===== config.mk =====
export PLATFORM = sky130hd
export DESIGN_NAME = stick_gesture_sequence_detector
export DESIGN_NICKNAME = d
export VERILOG_FILES = /design/src/hdl/sgsd_pkg.sv /design/src/hdl/sgsd_classify.sv /design/src/hdl/sgsd_match.sv /design/src/hdl/stick_gesture_sequence_detector.sv
export SDC_FILE = /design/constraint.sdc
export NUM_CORES = 1
export LEC_CHECK = 0
export BUFFER_PORTS_ARGS = -buffer_cell sky130_fd_sc_hd__buf_2
export CORE_MARGIN = 2
export CORE_UTILIZATION = 62
export DETAILED_ROUTE_END_ITERATION = 10
export GPL_TIMING_DRIVEN = 0
export PLACE_DENSITY = 0.86
export SLEW_MARGIN = 20
export SYNTH_ARGS = -nofsm -noshare
export SYNTH_HDL_FRONTEND = slang
export SYNTH_SLANG_ARGS = --single-unit

===== constraint.sdc =====
create_clock -name clk -period 13.3 [get_ports clk]
set_input_delay 1.33 -clock clk [delete_from_list [all_inputs] [get_ports clk]]
set_output_delay 1.33 -clock clk [all_outputs]
set_load 0.005 [all_outputs]

===== src/hdl/sgsd_pkg.sv =====
// Shared types, codes, register indexes and the gesture pattern table
// for the stick gesture sequence detector. No dependencies.
`default_nettype none

package sgsd_pkg;

    localparam int SEQ_LEN      = 7;
    localparam int NUM_PATTERNS = 18;
    localparam int TUNE_FIRST   = 4;
    localparam int TUNE_LAST    = 7;

    localparam int STICK_W = 12;
    localparam int THR_W   = 11;
    localparam int TIME_W  = 32;
    localparam int CMD_W   = 5;
    localparam int GEST_W  = 3;
    localparam int IDX_W   = 3;
    localparam int DATA_W  = 32;

    typedef logic [GEST_W-1:0]               gest_t;
    typedef logic [SEQ_LEN-1:0][GEST_W-1:0]  hist_t;
    typedef logic [CMD_W-1:0]                cmd_t;

    localparam gest_t G_CENTER = 3'd0;
    localparam gest_t G_LEFT   = 3'd1;
    localparam gest_t G_RIGHT  = 3'd2;
    localparam gest_t G_DOWN   = 3'd3;
    localparam gest_t G_UP     = 3'd4;
    localparam gest_t G_IDLE   = 3'd5;
    localparam gest_t G_OTHER  = 3'd6;
    localparam gest_t G_LONG   = 3'd7;

    localparam cmd_t CMD_NONE = 5'd0;

    localparam logic [IDX_W-1:0] REG_FAR    = 3'd0;
    localparam logic [IDX_W-1:0] REG_CENTER = 3'd1;
    localparam logic [IDX_W-1:0] REG_HMIN   = 3'd2;
    localparam logic [IDX_W-1:0] REG_HLONG  = 3'd3;
    localparam logic [IDX_W-1:0] REG_IDLE   = 3'd4;
    localparam logic [IDX_W-1:0] REG_TUNE   = 3'd5;

    localparam logic [THR_W-1:0]  FAR_RST    = 11'd717;
    localparam logic [THR_W-1:0]  CENTER_RST = 11'd205;
    localparam logic [TIME_W-1:0] HMIN_RST   = 32'd100000;
    localparam logic [TIME_W-1:0] HLONG_RST  = 32'd500000;
    localparam logic [TIME_W-1:0] IDLE_RST   = 32'd700000;

    // oldest entry first; pattern k gives command k+1
    localparam gest_t PATTERNS [NUM_PATTERNS][SEQ_LEN] = '{
        '{G_IDLE, G_LEFT,  G_CENTER, G_LEFT,  G_CENTER, G_DOWN,  G_CENTER},
        '{G_IDLE, G_RIGHT, G_CENTER, G_RIGHT, G_CENTER, G_DOWN,  G_CENTER},
        '{G_IDLE, G_DOWN,  G_CENTER, G_DOWN,  G_CENTER, G_DOWN,  G_CENTER},
        '{G_IDLE, G_UP,    G_CENTER, G_UP,    G_CENTER, G_UP,    G_CENTER},
        '{G_IDLE, G_UP,    G_CENTER, G_DOWN,  G_CENTER, G_UP,    G_CENTER},
        '{G_IDLE, G_UP,    G_CENTER, G_DOWN,  G_CENTER, G_DOWN,  G_CENTER},
        '{G_IDLE, G_UP,    G_CENTER, G_DOWN,  G_CENTER, G_RIGHT, G_CENTER},
        '{G_IDLE, G_UP,    G_CENTER, G_DOWN,  G_CENTER, G_LEFT,  G_CENTER},
        '{G_IDLE, G_LEFT,  G_CENTER, G_DOWN,  G_CENTER, G_DOWN,  G_CENTER},
        '{G_IDLE, G_RIGHT, G_CENTER, G_DOWN,  G_CENTER, G_DOWN,  G_CENTER},
        '{G_IDLE, G_LEFT,  G_CENTER, G_UP,    G_CENTER, G_UP,    G_CENTER},
        '{G_IDLE, G_RIGHT, G_CENTER, G_UP,    G_CENTER, G_UP,    G_CENTER},
        '{G_IDLE, G_LEFT,  G_CENTER, G_LEFT,  G_CENTER, G_LEFT,  G_CENTER},
        '{G_IDLE, G_RIGHT, G_CENTER, G_RIGHT, G_CENTER, G_RIGHT, G_CENTER},
        '{G_IDLE, G_LEFT,  G_CENTER, G_LEFT,  G_CENTER, G_RIGHT, G_CENTER},
        '{G_IDLE, G_RIGHT, G_CENTER, G_RIGHT, G_CENTER, G_LEFT,  G_CENTER},
        '{G_IDLE, G_RIGHT, G_CENTER, G_LEFT,  G_CENTER, G_LEFT,  G_CENTER},
        '{G_IDLE, G_LEFT,  G_CENTER, G_RIGHT, G_CENTER, G_RIGHT, G_CENTER}
    };

endpackage

`default_nettype wire


===== src/hdl/sgsd_classify.sv =====
// Stick sample classifier: center, left, right, down, up by priority,
// keeping the previous class when none fits. Uses sgsd_pkg.
`default_nettype none

module sgsd_classify
(
    input  wire logic signed [sgsd_pkg::STICK_W-1:0] roll,
    input  wire logic signed [sgsd_pkg::STICK_W-1:0] pitch,
    input  wire logic signed [sgsd_pkg::STICK_W-1:0] yaw,
    input  wire logic        [sgsd_pkg::THR_W-1:0]   far_thr,
    input  wire logic        [sgsd_pkg::THR_W-1:0]   center_thr,
    input  wire sgsd_pkg::gest_t                     cur_class,
    output sgsd_pkg::gest_t                          new_class
);

    localparam int EXT_W = sgsd_pkg::STICK_W + 1;

    logic signed [EXT_W-1:0] far_pos;
    logic signed [EXT_W-1:0] far_neg;
    logic        [sgsd_pkg::STICK_W-1:0] roll_mag;
    logic        [sgsd_pkg::STICK_W-1:0] pitch_mag;
    logic        [sgsd_pkg::STICK_W-1:0] yaw_mag;
    logic        [sgsd_pkg::STICK_W-1:0] center_ext;
    logic roll_c, pitch_c, yaw_c, xc;
    logic roll_hi, roll_lo, pitch_hi, pitch_lo, yaw_hi, yaw_lo;

    assign far_pos    = $signed({2'b00, far_thr});
    assign far_neg    = -far_pos;
    assign center_ext = {1'b0, center_thr};

    assign roll_mag  = roll[sgsd_pkg::STICK_W-1]  ? (~roll + 1'b1)  : roll;
    assign pitch_mag = pitch[sgsd_pkg::STICK_W-1] ? (~pitch + 1'b1) : pitch;
    assign yaw_mag   = yaw[sgsd_pkg::STICK_W-1]   ? (~yaw + 1'b1)   : yaw;

    assign roll_c  = roll_mag < center_ext;
    assign pitch_c = pitch_mag < center_ext;
    assign yaw_c   = yaw_mag < center_ext;
    assign xc      = roll_c && yaw_c;

    assign roll_hi  = EXT_W'(roll)  >= far_pos;
    assign roll_lo  = EXT_W'(roll)  <= far_neg;
    assign pitch_hi = EXT_W'(pitch) >= far_pos;
    assign pitch_lo = EXT_W'(pitch) <= far_neg;
    assign yaw_hi   = EXT_W'(yaw)   >= far_pos;
    assign yaw_lo   = EXT_W'(yaw)   <= far_neg;

    always_comb
    begin
        if (xc && pitch_c)
        begin
            new_class = sgsd_pkg::G_CENTER;
        end
        else if ((roll_lo || yaw_lo) && pitch_c)
        begin
            new_class = sgsd_pkg::G_LEFT;
        end
        else if ((roll_hi || yaw_hi) && pitch_c)
        begin
            new_class = sgsd_pkg::G_RIGHT;
        end
        else if (pitch_lo && xc)
        begin
            new_class = sgsd_pkg::G_DOWN;
        end
        else if (pitch_hi && xc)
        begin
            new_class = sgsd_pkg::G_UP;
        end
        else
        begin
            new_class = cur_class;
        end
    end

endmodule

`default_nettype wire


===== src/hdl/sgsd_match.sv =====
// Parallel match of the gesture history against the pattern table with
// first-match priority. Uses sgsd_pkg.
`default_nettype none

module sgsd_match
(
    input  wire sgsd_pkg::hist_t hist,
    input  wire logic            tuning_en,
    output sgsd_pkg::cmd_t       cmd
);

    logic [sgsd_pkg::NUM_PATTERNS-1:0] hit;

    always_comb
    begin
        for (int k = 0; k < sgsd_pkg::NUM_PATTERNS; k++)
        begin
            hit[k] = 1'b1;
            for (int i = 0; i < sgsd_pkg::SEQ_LEN; i++)
            begin
                if (hist[i] != sgsd_pkg::PATTERNS[k][sgsd_pkg::SEQ_LEN-1-i])
                begin
                    hit[k] = 1'b0;
                end
            end
            if (k >= sgsd_pkg::TUNE_FIRST && k <= sgsd_pkg::TUNE_LAST && !tuning_en)
            begin
                hit[k] = 1'b0;
            end
        end
    end

    always_comb
    begin
        cmd = sgsd_pkg::CMD_NONE;
        for (int k = sgsd_pkg::NUM_PATTERNS - 1; k >= 0; k--)
        begin
            if (hit[k])
            begin
                cmd = sgsd_pkg::CMD_W'(k + 1);
            end
        end
    end

endmodule

`default_nettype wire


===== src/hdl/stick_gesture_sequence_detector.sv =====
// Top level of the stick gesture sequence detector: input register, hold
// timing, history and result register. Uses sgsd_pkg, sgsd_classify, sgsd_match.
//
//   port group   dir  transfer
//   in_*         in   valid/ready, one stick sample per transaction
//   out_*        out  valid/ready, one command/held gesture per transaction
//   cfg_*        in   write enable, index, data; no wait, no read-back
//
// One sample per cycle while out_ready is high; input reg, then result reg.
// The rate is set by the single state update (class, hold timer, history) per cycle.
// Reset clears valid flags and gesture state and loads default thresholds and times.
// A stalled result holds the register stage; the input side keeps accepting
// while the input register is free.
`default_nettype none

module stick_gesture_sequence_detector
(
    input  wire logic                                clk,
    input  wire logic                                rst_n,
    input  wire logic                                in_valid,
    output logic                                     in_ready,
    input  wire logic signed [sgsd_pkg::STICK_W-1:0] roll_stick,
    input  wire logic signed [sgsd_pkg::STICK_W-1:0] pitch_stick,
    input  wire logic signed [sgsd_pkg::STICK_W-1:0] yaw_stick,
    input  wire logic                                on_ground,
    input  wire logic        [sgsd_pkg::TIME_W-1:0]  time_us,
    output logic                                     out_valid,
    input  wire logic                                out_ready,
    output logic             [sgsd_pkg::CMD_W-1:0]   command,
    output logic             [sgsd_pkg::GEST_W-1:0]  held_gesture,
    input  wire logic                                cfg_we,
    input  wire logic        [sgsd_pkg::IDX_W-1:0]   cfg_index,
    input  wire logic        [sgsd_pkg::DATA_W-1:0]  cfg_data
);

    logic [sgsd_pkg::THR_W-1:0]  far_reg;
    logic [sgsd_pkg::THR_W-1:0]  center_reg;
    logic [sgsd_pkg::TIME_W-1:0] hmin_reg;
    logic [sgsd_pkg::TIME_W-1:0] hlong_reg;
    logic [sgsd_pkg::TIME_W-1:0] idle_reg;
    logic                        tune_reg;

    logic                                s1_valid_reg;
    logic signed [sgsd_pkg::STICK_W-1:0] roll_reg;
    logic signed [sgsd_pkg::STICK_W-1:0] pitch_reg;
    logic signed [sgsd_pkg::STICK_W-1:0] yaw_reg;
    logic                                ground_reg;
    logic        [sgsd_pkg::TIME_W-1:0]  time_reg;

    sgsd_pkg::gest_t               class_reg, class_next;
    sgsd_pkg::gest_t               prev_reg, prev_next;
    sgsd_pkg::gest_t               held_reg, held_next;
    logic [sgsd_pkg::TIME_W-1:0]   change_reg, change_next;
    sgsd_pkg::hist_t               hist_reg, hist_next;

    logic           out_valid_reg;
    sgsd_pkg::cmd_t command_reg, command_next;

    sgsd_pkg::gest_t             cls;
    sgsd_pkg::hist_t             pushed;
    sgsd_pkg::cmd_t              match_cmd;
    logic [sgsd_pkg::TIME_W-1:0] elapsed;
    logic                        adv;

    assign adv          = s1_valid_reg && (!out_valid_reg || out_ready);
    assign in_ready     = !s1_valid_reg || adv;
    assign out_valid    = out_valid_reg;
    assign command      = command_reg;
    assign held_gesture = held_reg;

    always_ff @(posedge clk or negedge rst_n)
    begin
        if (!rst_n)
        begin
            far_reg    <= sgsd_pkg::FAR_RST;
            center_reg <= sgsd_pkg::CENTER_RST;
            hmin_reg   <= sgsd_pkg::HMIN_RST;
            hlong_reg  <= sgsd_pkg::HLONG_RST;
            idle_reg   <= sgsd_pkg::IDLE_RST;
            tune_reg   <= 1'b0;
        end
        else if (cfg_we)
        begin
            unique case (cfg_index)
                sgsd_pkg::REG_FAR:    far_reg    <= cfg_data[sgsd_pkg::THR_W-1:0];
                sgsd_pkg::REG_CENTER: center_reg <= cfg_data[sgsd_pkg::THR_W-1:0];
                sgsd_pkg::REG_HMIN:   hmin_reg   <= cfg_data;
                sgsd_pkg::REG_HLONG:  hlong_reg  <= cfg_data;
                sgsd_pkg::REG_IDLE:   idle_reg   <= cfg_data;
                sgsd_pkg::REG_TUNE:   tune_reg   <= cfg_data[0];
                default:
                begin
                end
            endcase
        end
    end

    always_ff @(posedge clk or negedge rst_n)
    begin
        if (!rst_n)
        begin
            s1_valid_reg <= 1'b0;
        end
        else if (in_ready)
        begin
            s1_valid_reg <= in_valid;
        end
    end

    always_ff @(posedge clk)
    begin
        if (in_valid && in_ready)
        begin
            roll_reg   <= roll_stick;
            pitch_reg  <= pitch_stick;
            yaw_reg    <= yaw_stick;
            ground_reg <= on_ground;
            time_reg   <= time_us;
        end
    end

    sgsd_classify u_classify
    (
        .roll       (roll_reg),
        .pitch      (pitch_reg),
        .yaw        (yaw_reg),
        .far_thr    (far_reg),
        .center_thr (center_reg),
        .cur_class  (class_reg),
        .new_class  (cls)
    );

    assign pushed = {hist_reg[sgsd_pkg::SEQ_LEN-2:0], held_next};

    sgsd_match u_match
    (
        .hist      (pushed),
        .tuning_en (tune_reg),
        .cmd       (match_cmd)
    );

    always_comb
    begin
        class_next   = class_reg;
        prev_next    = sgsd_pkg::G_OTHER;
        held_next    = sgsd_pkg::G_OTHER;
        change_next  = change_reg;
        hist_next    = hist_reg;
        command_next = sgsd_pkg::CMD_NONE;
        elapsed      = '0;
        if (ground_reg)
        begin
            class_next  = cls;
            prev_next   = cls;
            change_next = (cls != prev_reg) ? time_reg : change_reg;
            elapsed     = time_reg - change_next;
            held_next   = held_reg;
            if (elapsed > hmin_reg)
            begin
                if (cls == sgsd_pkg::G_CENTER && elapsed > idle_reg)
                begin
                    held_next = sgsd_pkg::G_IDLE;
                end
                else if (elapsed > hlong_reg)
                begin
                    held_next = sgsd_pkg::G_LONG;
                end
                else
                begin
                    held_next = cls;
                end
            end
            if (held_next != hist_reg[0])
            begin
                hist_next    = pushed;
                command_next = match_cmd;
                if (match_cmd != sgsd_pkg::CMD_NONE)
                begin
                    hist_next[1] = sgsd_pkg::G_OTHER;
                end
            end
        end
    end

    always_ff @(posedge clk or negedge rst_n)
    begin
        if (!rst_n)
        begin
            class_reg     <= sgsd_pkg::G_CENTER;
            prev_reg      <= sgsd_pkg::G_CENTER;
            held_reg      <= sgsd_pkg::G_CENTER;
            change_reg    <= '0;
            hist_reg      <= '0;
            out_valid_reg <= 1'b0;
            command_reg   <= sgsd_pkg::CMD_NONE;
        end
        else
        begin
            if (adv)
            begin
                class_reg   <= class_next;
                prev_reg    <= prev_next;
                held_reg    <= held_next;
                change_reg  <= change_next;
                hist_reg    <= hist_next;
                command_reg <= command_next;
            end
            if (adv)
            begin
                out_valid_reg <= 1'b1;
            end
            else if (out_ready)
            begin
                out_valid_reg <= 1'b0;
            end
        end
    end

    a_cmd_ends_center: assert property (@(posedge clk) disable iff (!rst_n)
        out_valid && command != sgsd_pkg::CMD_NONE |-> held_gesture == sgsd_pkg::G_CENTER)
        else $error("command issued without a center held gesture");

    a_match_marks_other: assert property (@(posedge clk) disable iff (!rst_n)
        adv && command_next != sgsd_pkg::CMD_NONE |=> hist_reg[1] == sgsd_pkg::G_OTHER)
        else $error("history entry one not marked after a match");

    a_tuning_gated: assert property (@(posedge clk) disable iff (!rst_n)
        out_valid && !tune_reg |-> command <= sgsd_pkg::cmd_t'(sgsd_pkg::TUNE_FIRST)
            || command > sgsd_pkg::cmd_t'(sgsd_pkg::TUNE_LAST + 1))
        else $error("tuning command issued while tuning is disabled");

    a_off_ground: assert property (@(posedge clk) disable iff (!rst_n)
        adv && !ground_reg |=> held_reg == sgsd_pkg::G_OTHER
            && command_reg == sgsd_pkg::CMD_NONE)
        else $error("off-ground sample produced a gesture or command");

endmodule

`default_nettype wire


# == Yosys cells after proc, flatten, opt, wreduce, memory -nomap -nowiden ==
# Cells that the tools add are included.
# classes
reduce_logical,30
bitwise,3
mux,109
eq_ne,20
magnitude_cmp,12
n_addsub,5
# ops
operator,count
$mux 5,20
$gt 32x32->1,3
$mux 1,73
$le 12x13->1,3
$add 12x1->12 const B,3
$ge 12x12->1,3
$lt 12x11->1,3
$mux 12,3
$mux 3,12
$not 12->12,3
$mux 32,1
$sub 32x32->32,1
$ne 3x2->1 const B,6
$reduce_and 2->1,7
$neg 11->13,1
$ne 3x3->1 const B,4
$logic_and 1x1->1,9
$ne 3x1->1 const B,3
$reduce_bool 3->1,3
$eq 3x2->1 const B,2
$eq 3x3->1 const B,2
$logic_not 3->1,2
$ne 3x3->1,2
$reduce_bool 5->1,1
other kinds (5),9
# word_totals
output_inout_bits,10
reg_bits,254
elab_cells,203

# == Depth between registers and ports, before layout ==
# Gate-level depths: netlist of the first run.
# logic_depth
depth_word,48
ltp_mapped,51
ltp_nobuf,50

# == Modules after synthesis ==
# A second synthesis of the first run with hierarchy kept.
# unflattened
hier_cells,1674
area_unflattened_um2,16975.0
# by_module_without_submodules
mod,cells_each,area_per_inst_um2,n_inst,seq_area_each_um2
stick_gesture_sequence_detector,1212,13497.9,1,6742.7
sgsd_classify,403,3096.7,1,0.0
sgsd_match,59,380.4,1,0.0

# == Worst setup path before layout of the first run ==
# OpenSTA, ideal clock, no wires.
# synth_timing
path_kind,reg2reg
start,reg roll_reg[4] in the netlist's numbering
end,reg hist_reg[11] in the netlist's numbering
slack_ns,3.013
path_buffers,2
required_time_ns,13.173
arrival_time_ns,10.159
period_less_slack_ns,10.287
path_stages_with_launch,47
path_cell_list,edfxtp_1 or4_1 or4_1 o21ai_0 xnor2_1 ha_1 nor2b_1 a2111oi_0 nand3_1 o31ai_1 o221ai_1 a31oi_1 o21ai_1 nand2_1 buf_1 mux2i_1 fa_1 a21o_1 [... 11 more ...] a21oi_1 xnor2_1 ha_1 nor2b_1 o21ai_0 nand2b_1 a21oi_1 nor2b_1 o21ai_0 nand2b_1 a21oi_1 o21ai_0 o21ai_0 mux2i_1 xnor2_1 o31ai_4 buf_6 mux2_1
# synth_between
elab_chain_cells,21
# synth_lines
element,line,text
start: declaration,stick_gesture_sequence_detector.sv:44,logic signed [sgsd_pkg::STICK_W-1:0] roll_reg;
start signal: assignment,stick_gesture_sequence_detector.sv:114,roll_reg <= roll_stick;
$not 12->12,sgsd_classify.sv:31,assign roll_mag = roll[sgsd_pkg::STICK_W-1] ? (~roll + 1'b1) : roll;
$add 12x1->12,sgsd_classify.sv:31,
$mux 12,sgsd_classify.sv:31,
$lt 12x11->1,sgsd_classify.sv:35,assign roll_c = roll_mag < center_ext;
$logic_and 1x1->1,sgsd_classify.sv:38,assign xc = roll_c && yaw_c;
$logic_and 1x1->1,sgsd_classify.sv:65,else if (pitch_hi && xc)
$mux 3,sgsd_classify.sv:65,
$mux 3,sgsd_classify.sv:61,else if (pitch_lo && xc)
[... 5 more ...],-,
$sub 32x32->32,stick_gesture_sequence_detector.sv:156,elapsed = time_reg - change_next;
"$gt 32x32->1, on equally long branches","stick_gesture_sequence_detector.sv:164, stick_gesture_sequence_detector.sv:160",
$mux 3 / $logic_and 1x1->1 (equally long branches),"stick_gesture_sequence_detector.sv:164, stick_gesture_sequence_detector.sv:160",
$mux 3,stick_gesture_sequence_detector.sv:160,if (cls == sgsd_pkg::G_CENTER && elapsed > idle_reg)
$mux 3 *,stick_gesture_sequence_detector.sv:158,if (elapsed > hmin_reg)
$mux 3 *,stick_gesture_sequence_detector.sv:151,if (ground_reg)
$ne 3x3->1 *,stick_gesture_sequence_detector.sv:173,if (held_next != hist_reg[0])
$reduce_and 3->1 (no line) *,-,
end signal: assignment,stick_gesture_sequence_detector.sv:205,hist_reg <= hist_next;
end: declaration,stick_gesture_sequence_detector.sv:54,"sgsd_pkg::hist_t hist_reg, hist_next;"
# Every way passes the cells marked *; elsewhere a longest branch is shown, timed or not. The select of a mux whose other input is x is not followed.
# A chain may end at the register's enable or synchronous reset.

# == Final worst setup path of the first run ==
# layout_timing
start,reg yaw_reg[6] in the netlist's numbering
end,reg hist_reg[8] in the netlist's numbering
# layout_between
elab_chain_cells,21
# layout_lines
element,line,text
start: declaration,stick_gesture_sequence_detector.sv:46,logic signed [sgsd_pkg::STICK_W-1:0] yaw_reg;
start signal: assignment,stick_gesture_sequence_detector.sv:116,yaw_reg <= yaw_stick;
$not 12->12,sgsd_classify.sv:33,assign yaw_mag = yaw[sgsd_pkg::STICK_W-1] ? (~yaw + 1'b1) : yaw;
$add 12x1->12,sgsd_classify.sv:33,
$mux 12,sgsd_classify.sv:33,
$lt 12x11->1,sgsd_classify.sv:37,assign yaw_c = yaw_mag < center_ext;
$logic_and 1x1->1,sgsd_classify.sv:38,
$logic_and 1x1->1,sgsd_classify.sv:65,
$mux 3,sgsd_classify.sv:65,
$mux 3,sgsd_classify.sv:61,
[... 5 more ...],-,
$sub 32x32->32,stick_gesture_sequence_detector.sv:156,
"$gt 32x32->1, on equally long branches","stick_gesture_sequence_detector.sv:164, stick_gesture_sequence_detector.sv:160",
$mux 3 / $logic_and 1x1->1 (equally long branches),"stick_gesture_sequence_detector.sv:164, stick_gesture_sequence_detector.sv:160",
$mux 3,stick_gesture_sequence_detector.sv:160,
$mux 3 *,stick_gesture_sequence_detector.sv:158,
$mux 3 *,stick_gesture_sequence_detector.sv:151,
$ne 3x3->1 *,stick_gesture_sequence_detector.sv:173,
$reduce_and 3->1 (no line) *,-,
# Marks and branches as above.

==> results.md, run 1 <==
- Run status: complete, no violations
- # Max-Cap Violations: 0
- Top cells by area, synth: dfrtp_1, ha_1, edfxtp_1, dfstp_2, mux2_2
- Setup crit end kind: flop
- Synth top area share: 0.227
- Final antenna-violating net count: 0
- Layout cell share with drive strength beyond 1: 0.163
- Fmax: 0.0798 GHz
- Global-route total usage across every layer: 0.286
- Hold Path Origin: command[1]
- Crit path DAT: 12.98 ns
- Syn_area_per_cell: 10.1 sq um
- Critical path startpoint category: flop
- FF-to-FF Start: yaw_reg[6]
- R2R Setup Slk: 0.77 ns
- Sink Count: 254
- Largest net degree at the start of global routing: 95
- Max transition margin: 0.427
- Syn Inst Count: 1660
- Setup TNS: 0 ns
- Die H: 168 um
- Final GP Congestion: 0.936
- Row Count: 60
- Synth Area in Compound Gates: 0.144
- Initial drt markers: 930
- Slowest cell on crit path: or4_1
- M1 WL: 17300 um
- Worst-path clk slew: 0.06 ns
- Vias: 13300
- Total Wirelength: 40400 um
- Setup CP Type: flop to flop
- Final Setup Violations: 0
- Layout Cells excl Fill: 2174
- Routed met3 length: 2420 um
- Number of synthesized flops with an enable pin: 69
- CP bufs+invs: 2
- Initial antenna violation count: 1
- Top cell type by total area after synthesis: dfrtp_1
- CP max stage delay: 0.62 ns
- Power density over the cells: 184 mW/mm^2
- CTS Buffer Depth: 3
- Netlist cell types: 76
- Final worst path period need: 12.53 ns
- Yosys warns: 0
- Initial Utilization: 0.626
- Vias in the first global route: 13100
- #FFs+latches synth: 254
- Post-CTS setup buffer count: 0
- Avg WL per Cell: 18.6 um
- Clk_lat worst skew: 0.57 ns
- Seq/Total Area, Yosys: 0.403
- Die Span X: 168 um
- Ys async rst share: 0.728
- Top Metal Used: met4
- CTS tree: yes
- Worst-Margin Slew: 0.852 ns
- FF-to-FF End: hist_reg[8]
- Final cycle utilization of the critical path: 0.942
- Die area: 0.0283 sq mm
- Total gr overflow: 0
- Multiplexer share of the synthesized area: 0.0757
- Residual DRC count: 0
- DP Cell Count: 2121
- Worst Hold Class: flop to flop
- Post-route cell area: 0.0187 sq mm
- Synth Area in Adders: 0.173
- Final hold viol count: 0
- CP delay by family, top: compound AO/OA/AOI/OAI gates
- Hold Path End: command[1]
- H-tree depth: 1
- RSZ-0062 raised after global routing: false
- Max Transition Viols Final: 0
- Area Growth Syn to Fin: 12.0%
- Ports: 119
- Hold Path Stages: 2
- Port buffer count: 118
- Vias/cell: 6.12
- Post-synth net total: 2000
- Largest family of logic cells by synthesized area: adder cells
- TritonRoute pass-1 iters: 6
- Worst EP required: 13.74 ns
- Main flop type after synthesis: dfrtp_1
- Layout Nets: 2150
- Met2 WL: 18900 um
- Worst r2r path cells: 41
- Clock Skews: 0.0195 ns
- Core ar.: 0.0267 sq mm
- Design Power: 3.45 mW
- Worst IR drop on VDD: 0.132 mV
- HPWL Detailed: 31100 um
- Synth Area in Simple Gates: 0.129
- Post-Synth XOR/XNOR Area: 0.0356
- Mapped Area: 0.0167 sq mm
- Placed inst area: 0.0178 sq mm
- Clock root cell: clkbuf_16
- First-pass GRT wire length: 65300 um
- CTS buffer count: 28
- Worst-path fanout max: 10
- Leakage power: 8.55 nW
- Cts hold-fix bufs: 0
area by class of cell:
cell class / count / area (sq um)
clock inverters: 16 / 159
well taps: 341 / 427
inverters: 142 / 533
multi-input cells: 1231 / 9330
diodes: 1 / 2.50
flip-flops and latches: 254 / 6740
fillers: 1975 / 7990
plain buffers: 33 / 133
clock buffers: 36 / 752
repair buffers: 120 / 656
layout by cell type, fill, tap and decap left out, types with 6 or more instances in the layout:
cell,netlist,layout
nand4_1,38,38
buf_2,0,117
o21a_1,16,16
nor2_1,68,68
xnor2_1,55,55
dfstp_2,33,33
or2_2,7,7
nand3_1,29,29
o21ai_1,5,6
clkbuf_1,26,33
a21oi_1,85,85
mux2_2,77,77
mux2i_1,33,33
a211oi_1,12,12
and3_1,6,6
dfrtp_1,152,152
o31ai_1,11,11
or4_1,11,11
o21bai_1,8,8
nand2_1,146,146
nor3_1,15,14
ha_1,230,230
nor4_1,9,9
xor2_1,13,13
a31oi_1,9,9
nor2b_1,27,27
clkbuf_16,0,29
a21o_1,46,46
nand2b_1,33,33
inv_1,142,142
edfxtp_1,69,69
o21ai_0,153,152
repair_timing:
action                                  CTS  global route
gates resized for setup                   0             2
endpoints found under the hold margin     0             0
endpoints found under the setup margin    0            20
power by group:
group / internal, mW / switching (mW)
sequential: 0.987 / 0.107
combinational: 0.689 / 0.901
clock: 0.440 / 0.321
total: 2.12 / 1.33
through the flow:
stage	hold WS [ns]	utilization	worst slack (ns)
final	0.471	0.701	0.767
after global routing	0.500	0.701	0.0761
after CTS	0.478	0.701	0.404
after detailed placement	0.466	0.667	0.537
after global placement	0.460	0.664	0.876
after floorplan	0.464	-	3.01
tightest hold or removal path: stages (launching register included):
cell and delay [ns]:
dfrtp_1 0.34, nand2_1 0.04, o21ai_0 0.05
worst max path at each step:
| stage | startpoint | endpoint | slack (ns) | cells after the start |
|---|---|---|---|---|
| 6_report | yaw_reg[6] | hist_reg[8] | 0.77 | 41 |
| 5_1_grt | roll_reg[4] | hist_reg[11] | 0.08 | 44 |
| 4_1_cts | roll_reg[4] | hist_reg[8] | 0.40 | 46 |
| 3_5_place_dp | roll_reg[4] | hist_reg[8] | 0.54 | 46 |
| 3_3_place_gp | roll_reg[4] | hist_reg[8] | 0.88 | 45 |
| 2_1_floorplan | roll_reg[4] | hist_reg[11] | 3.01 | 46 |
layer usage:
layer  GRT usage  vias up
met3      0.0336      117
met5           0        -
met4       0.124        0
li1            -     6298
met1       0.384     6416
met2       0.471      467
cells in the mapped netlist (13+ instances only):
master and number:
ha_1 230, o21ai_0 153, dfrtp_1 152, nand2_1 146
inv_1 142, a21oi_1 85, mux2_2 77, edfxtp_1 69
nor2_1 68, xnor2_1 55, a21o_1 46, nand4_1 38
dfstp_2 33, mux2i_1 33, nand2b_1 33, nand3_1 29
nor2b_1 27, clkbuf_1 26, o21a_1 16, nor3_1 15
xor2_1 13
cell families (layout without fill, tap and decap cells):
logic type	count (synthesis)	count (layout)
AO/OA/AOI/OAI	391	391
XOR/XNOR	68	68
adder cells (fa/ha/maj)	231	231
buffers and inverters	175	347
flip-flops	254	254
multiplexers	116	116
other	0	1
AND/OR/NAND/NOR	425	425
(Power assumes the default switching activity.)
==> run 2, diff against run 1 <==
Settings changed: CORE_UTILIZATION 62 to 65, PLACE_DENSITY 0.86 to 0.84.
Clock period 13.3 ns to 16 ns, I/O delays scaled along.
==> run 2 against run 1 <==
Final cell count fell by 0.41%. Hold slack improved by 0.025 ns. Die area down 4.5%. Clock power decreased by 12%. Sequential power fell by 17%. Flip-flop and latch count stayed put. Via count grew 1.2%. Cell area is 0.35% higher. Fmax decreased by 4.9%.
==> results.md, run 2 (same netlist as run 1, synthesis figures left out) <==
- Run status: complete, no violations
- Die H: 164 um (-2.3%)
- Worst Hold Class: flop to flop
- CP bufs+invs: 2 (unchanged)
- Most common cell after layout, fill and taps aside: ha_1
- Final worst path period need: 13.17 ns (+0.640 ns)
- Area Growth Syn to Fin: 12.4%
- Power density over the cells: 155 mW/mm^2 (-16%)
- Worst-Margin Slew: 0.934 ns (+0.0819 ns)
- Max transition margin: 0.371 (-0.0559)
- CP startpoint: roll_reg[4]
- Clock root cell: clkbuf_16
- Met1 usage: 0.415 (+0.0308)
- # Max-Cap Violations: 0 (unchanged)
- Core ar.: 0.0253 sq mm (-5.5%)
- Port buffer count: 118 (unchanged)
- FF-to-FF Start: roll_reg[4]
- CTS Buffer Depth: 3 (unchanged)
- Design Power: 2.91 mW (-16%)
- Vias/cell: 6.21 (+1.6%)
- Layout Nets: 2151 (+0.047%)
- Die Span X: 164 um (-2.3%)
- Setup crit end kind: flop
- Max Transition Viols Final: 0 (unchanged)
- Crit path DAT: 13.60 ns (+0.62 ns)
- Fill cells: 1761 (-11%)
- Initial Utilization: 0.663 (+0.0365)
- Largest net degree at the start of global routing: 99 (+4.2%)
- Setup TNS: 0 ns (unchanged)
- Worst IR drop on VDD: 0.120 mV (-9.4%)
- Final hold viol count: 0 (unchanged)
- H-tree depth: 1 (unchanged)
- CTS tree: yes
- Multi-input gate area: 0.00933 sq mm (unchanged)
- GR peak layer: met2
- R2R Setup Slk: 2.83 ns (+2.06 ns)
- First-pass GRT wire length: 66000 um (+1.1%)
- Row Count: 58 (-3.3%)
- CP max stage delay: 0.77 ns (+0.15 ns)
- Sink Count: 254 (unchanged)
- Critical Path End: hist_reg[11]
- Critical path startpoint category: flop
- Vias: 13500 (+1.2%)
- Worst EP required: 16.43 ns (+2.69 ns)
- TritonRoute pass-1 iters: 6 (unchanged)
- Slowest cell on crit path: o21ai_0
- Register area: 0.00674 sq mm (unchanged)
- FF-to-FF End: hist_reg[11]
- CP delay by family, top: compound AO/OA/AOI/OAI gates
- HPWL Detailed: 31100 um (about the same)
- Total gr overflow: 0 (unchanged)
- Setup CP Type: flop to flop
- Final Setup Violations: 0 (unchanged)
- Worst-path fanout max: 10 (unchanged)
- RSZ-0062 raised after global routing: false
- Vias in the first global route: 13300 (+1.8%)
- Most Frequent Cell on Critical Path: a21oi_1
- Placed inst area: 0.0178 sq mm (+0.11%)
- Final cycle utilization of the critical path: 0.823 (-0.119)
- Ports: 119 (unchanged)
- Initial drt markers: 1069 (+15%)
- GR Util met2: 0.510 (+0.0388)
- Fmax: 0.0759 GHz (-4.9%)
- Leakage power: 8.59 nW (+0.45%)
- WHS: 0.496 ns (+0.0249 ns)
- Cts hold-fix bufs: 0 (unchanged)
- Die area: 0.0270 sq mm (-4.5%)
- Layout cell share with drive strength beyond 1: 0.165 (+0.00264)
- CTS buffer count: 28 (unchanged)
- Stages on the worst setup path: 46 (+12%)
- M3 GR Usage: 0.0434 (+0.00983)
- Post-CTS setup buffer count: 0 (unchanged)
- Final antenna-violating net count: 0 (unchanged)
- Avg WL per Cell: 19.2 um (+3.3%)
- Commonest cells after routing, fill and taps aside: ha_1, o21ai_0, dfrtp_1
- Worst r2r path cells: 46 (+12%)
- Post_cts resized: 0 (unchanged)
- Clk_lat worst skew: 0.57 ns (about the same)
- Residual DRC count: 0 (unchanged)
- Worst-path clk slew: 0.06 ns (about the same)
- Total Wirelength: 41500 um (+2.9%)
- Initial antenna violation count: 2 (+1)
- Clock Skews: 0.0276 ns (+0.00816 ns)
- Global-route total usage across every layer: 0.311 (+0.0248)
- Final GP Congestion: 0.930 (-0.60%)
- Post-route cell area: 0.0188 sq mm (+0.35%)
==> run 2: cell count changes in the layout (fill, tap and decap cells not counted), sizes merged <==
cell	previous run	this run
inv	143	144
clkbuf	63	64
clkinv	12	8
buf	126	128
diode	1	2
bufinv	2	3
==> run 2: report_power, final <==
group | leakage (nW) | total, mW | internal, mW | switching, mW
Clock | 0.470 | 0.667 | 0.396 | 0.271
Combinational | 5.29 | 1.33 | 0.572 | 0.756
Sequential | 2.83 | 0.910 | 0.820 | 0.0897
Total | 8.59 | 2.91 | 1.79 | 1.12
==> run 2: area by class of cell <==
cell class                      count  area share
Inverter                          142      0.0283
Clock inverter                     14     0.00912
Clock buffer                       38      0.0420
Multi-Input combinational cell   1231       0.496
Sequential cell                   254       0.359
Buffer                             33     0.00699
Timing Repair Buffer              121      0.0363
Antenna cell                        2    0.000266
Tap cell                          330      0.0220
==> run 2: tightest hold or removal path: cells and delay by family (launching register included) <==
family,cells,cell delay [ns]
flip-flops,1,0.35
AND/OR/NAND/NOR,1,0.05
AO/OA/AOI/OAI,1,0.06
==> run 2: worst min path at each step <==
stage / from / end / depth (start not counted)
2_1_floorplan: class_reg[1] / class_reg[1] / 2
5_1_grt: hlong_reg[9] / hlong_reg[9] / 1
3_5_place_dp: command[0] / command[0] / 2
4_1_cts: command[4] / command[4] / 2
6_report: command[4] / command[4] / 2
3_3_place_gp: command[2] / command[2] / 2
==> run 2: metal layers <==
metal	wire, um	vias up
met5	0	-
met2	19400	477
met3	2920	116
li1	-	6314
met4	1700	0
met1	17500	6544
==> run 2: through the flow <==
step	util	setup slack [ns]	cells
finish	0.745	2.83	2165
global route	0.745	2.03	2165
global placement	0.702	3.47	2108
CTS	0.744	3.10	2163
detailed placement	0.706	3.28	2111
floorplan	-	5.71	1660
==> run 3, diff against run 2 <==
Settings changed: CORE_UTILIZATION 65 to 62, PLACE_DENSITY 0.84 to 0.81.
Clock period 16 ns to 12.9 ns, I/O delays scaled along.
==> run 3 against run 2 <==
Hold slack worse by 0.018 ns. Global-route usage decreased by 2.0 points. Via count decreased by 1.5%. Largest power group unchanged. First-iteration DRC count shrank 4.2%.
==> results.md, run 3 (same netlist as run 1, synthesis figures left out) <==
- Worst-path clk slew: 0.06 ns (about the same)
- Vias: 13200 (-1.5%)
- Setup CP Type: flop to flop
- Hold Path Origin: command[0]
- NetSw: 1.39 mW (+25%)
- H-tree depth: 1 (unchanged)
- Largest net degree at the start of global routing: 95 (-4.0%)
- Worst IR drop on VDD: 0.139 mV (+16%)
- DP Cell Count: 2121 (+0.47%)
- TritonRoute pass-1 iters: 5 (-1)
- Most common cell after layout, fill and taps aside: ha_1
- Worst EP required: 13.34 ns (-3.09 ns)
- Clock share of power: 0.223 (-0.007)
- Clock Skews: 0.0239 ns (-0.00377 ns)
- Ports: 119 (unchanged)
- Avg WL per Cell: 18.8 um (-1.8%)
- Fmax: 0.0821 GHz (+8.2%)
- Vias/cell: 6.09 (-2.0%)
- First-pass GRT wire length: 66200 um (+0.29%)
- Multi-input gate area: 0.00937 sq mm (+0.35%)
- CTS Buffer Depth: 3 (unchanged)
- Layout cell share with drive strength beyond 1: 0.167 (+0.00209)
- CP startpoint: roll_reg[4]
- Final antenna-violating net count: 0 (unchanged)
- HPWL Detailed: 30600 um (-1.8%)
- Global-route total usage across every layer: 0.291 (-0.0200)
- Crit path DAT: 12.62 ns (-0.98 ns)
- # diodes: 0 (-2)
- Sink Count: 254 (unchanged)
- Clock root cell: clkbuf_16
- Design Power: 3.59 mW (+23%)
- Residual DRC count: 0 (unchanged)
- Worst-path fanout max: 10 (unchanged)
- CTS buffer count: 29 (+3.6%)
- Combinational fraction of design power: 0.462 (+0.005)
- Most Frequent Cell on Critical Path: a21oi_1
- Die H: 168 um (+2.3%)
- CP max stage delay: 0.59 ns (-0.18 ns)
- Setup TNS: 0 ns (unchanged)
- Total gr overflow: 0 (unchanged)
- Final hold viol count: 0 (unchanged)
- Register area: 0.00674 sq mm (unchanged)
- Leakage power: 8.57 nW (-0.20%)
- Final GP Congestion: 0.935 (+0.57%)
- Total Wirelength: 41000 um (-1.3%)
- Worst Hold Class: flop to flop
- Die area: 0.0283 sq mm (+4.7%)
- Area Growth Syn to Fin: 12.2%
- Critical path startpoint category: flop
- WHS: 0.478 ns (-0.0179 ns)
- Switch share: 0.388 (+0.00406)
- Layout Nets: 2151 (unchanged)
- Slowest cell on crit path: or4_1
- Initial Utilization: 0.626 (-0.0365)
- Final worst path period need: 12.18 ns (-0.993 ns)
- FF-to-FF Start: roll_reg[4]
- Setup crit end kind: flop
- Run status: complete, no violations
- CTS tree: yes
- Vias in the first global route: 13200 (-0.80%)
- Worst-Margin Slew: 0.865 ns (-0.0691 ns)
- P_int: 2.19 mW (+23%)
- Post-route cell area: 0.0188 sq mm (-0.13%)
- Max Transition Viols Final: 0 (unchanged)
- Layout Cells excl Fill: 2175 (+0.46%)
- Final cycle utilization of the critical path: 0.944 (+0.121)
- Initial antenna violation count: 0 (-2)
- Fill cells: 1968 (+12%)
- Fin util: 0.703 (-0.0419)
- Clk_lat worst skew: 0.58 ns (about the same)
- Initial drt markers: 1024 (-4.2%)
- Cts hold-fix bufs: 0 (unchanged)
- Core ar.: 0.0267 sq mm (+5.8%)
- Commonest cells after routing, fill and taps aside: ha_1, o21ai_0, dfrtp_1
- Post-CTS setup buffer count: 0 (unchanged)
- # Max-Cap Violations: 0 (unchanged)
- Die Span X: 168 um (+2.3%)
- Final Setup Violations: 0 (unchanged)
- Row Count: 60 (+3.4%)
- Place WS: 0.122 ns (-3.16 ns)
- Placed inst area: 0.0178 sq mm (-0.11%)
- Max transition margin: 0.423 (+0.0526)
- Port buffer count: 118 (unchanged)
- Sequential power share: 0.314 (about the same)
- Power density over the cells: 191 mW/mm^2 (+24%)
- PnR worst setup slack: 0.720 ns (-2.11 ns)
## run 3: changes by cell type in the layout (fill, tap and decap cells not counted), sizes merged
cell | previous run | this run
buf | 128 | 126
bufinv | 3 | 2
diode | 2 | 0
clkinv | 8 | 12
## run 3: cell type report
| type | instances | area share |
|---|---|---|
| Buffer | 33 | 0.00706 |
| Clock buffer | 37 | 0.0408 |
| Clock inverter | 17 | 0.00826 |
| Timing Repair Buffer | 120 | 0.0349 |
| Multi-Input combinational cell | 1231 | 0.499 |
| Sequential cell | 254 | 0.359 |
| Inverter | 142 | 0.0284 |
| Tap cell | 341 | 0.0227 |
## run 3: worst paths after layout
kind / end / slack, ns / cells past startpoint
worst max-delay path: hist_reg[7] / 0.72 / 43
worst min-delay path: command[0] / 0.48 / 2
worst max register to register: hist_reg[7] / 0.72 / 43
worst min register to register: command[0] / 0.48 / 2
max in group asynchronous: far_reg[3] / 11.23 / 2
min in group asynchronous: hist_reg[12] / 0.74 / 1
## run 3: power groups by stage
stage / sequential (mW) / clock (mW) / combinational [mW]
after floorplan: 1.10 / 0 / 1.20
after global placement: 1.13 / 0 / 1.52
after detailed placement: 1.14 / 0 / 1.60
after CTS: 1.13 / 0.814 / 1.62
after global routing: 1.15 / 0.840 / 1.85
final: 1.13 / 0.802 / 1.66
## run 3: what timing repair did
| item | 4_1_cts | 5_1_grt |
|---|---|---|
| setup endpoints to repair | 7 | 20 |
| gates cloned | 0 | 0 |
| resized for setup | 1 | 8 |
## run 3: worst max-delay path: cells and delay by family, from the launching register on
kind	cells	cell delay, ns
adders and majority gates	3	1.06
DFF	1	0.54
buffers and inverters	2	0.62
xor gates and xnor gates	3	0.58
muxes	3	0.90
and+or+nand+nor	7	2.37
AOI/OAI and AO/OA	25	5.96
## run 3: routing by layer
metal | global-route usage | part of all wire | vias up
li1 | - | - | 6320
met1 | 0.394 | 0.44 | 6360
met2 | 0.484 | 0.47 | 459
met3 | 0.0329 | 0.057 | 105
met4 | 0.108 | 0.037 | 0
met5 | 0 | 0 | -
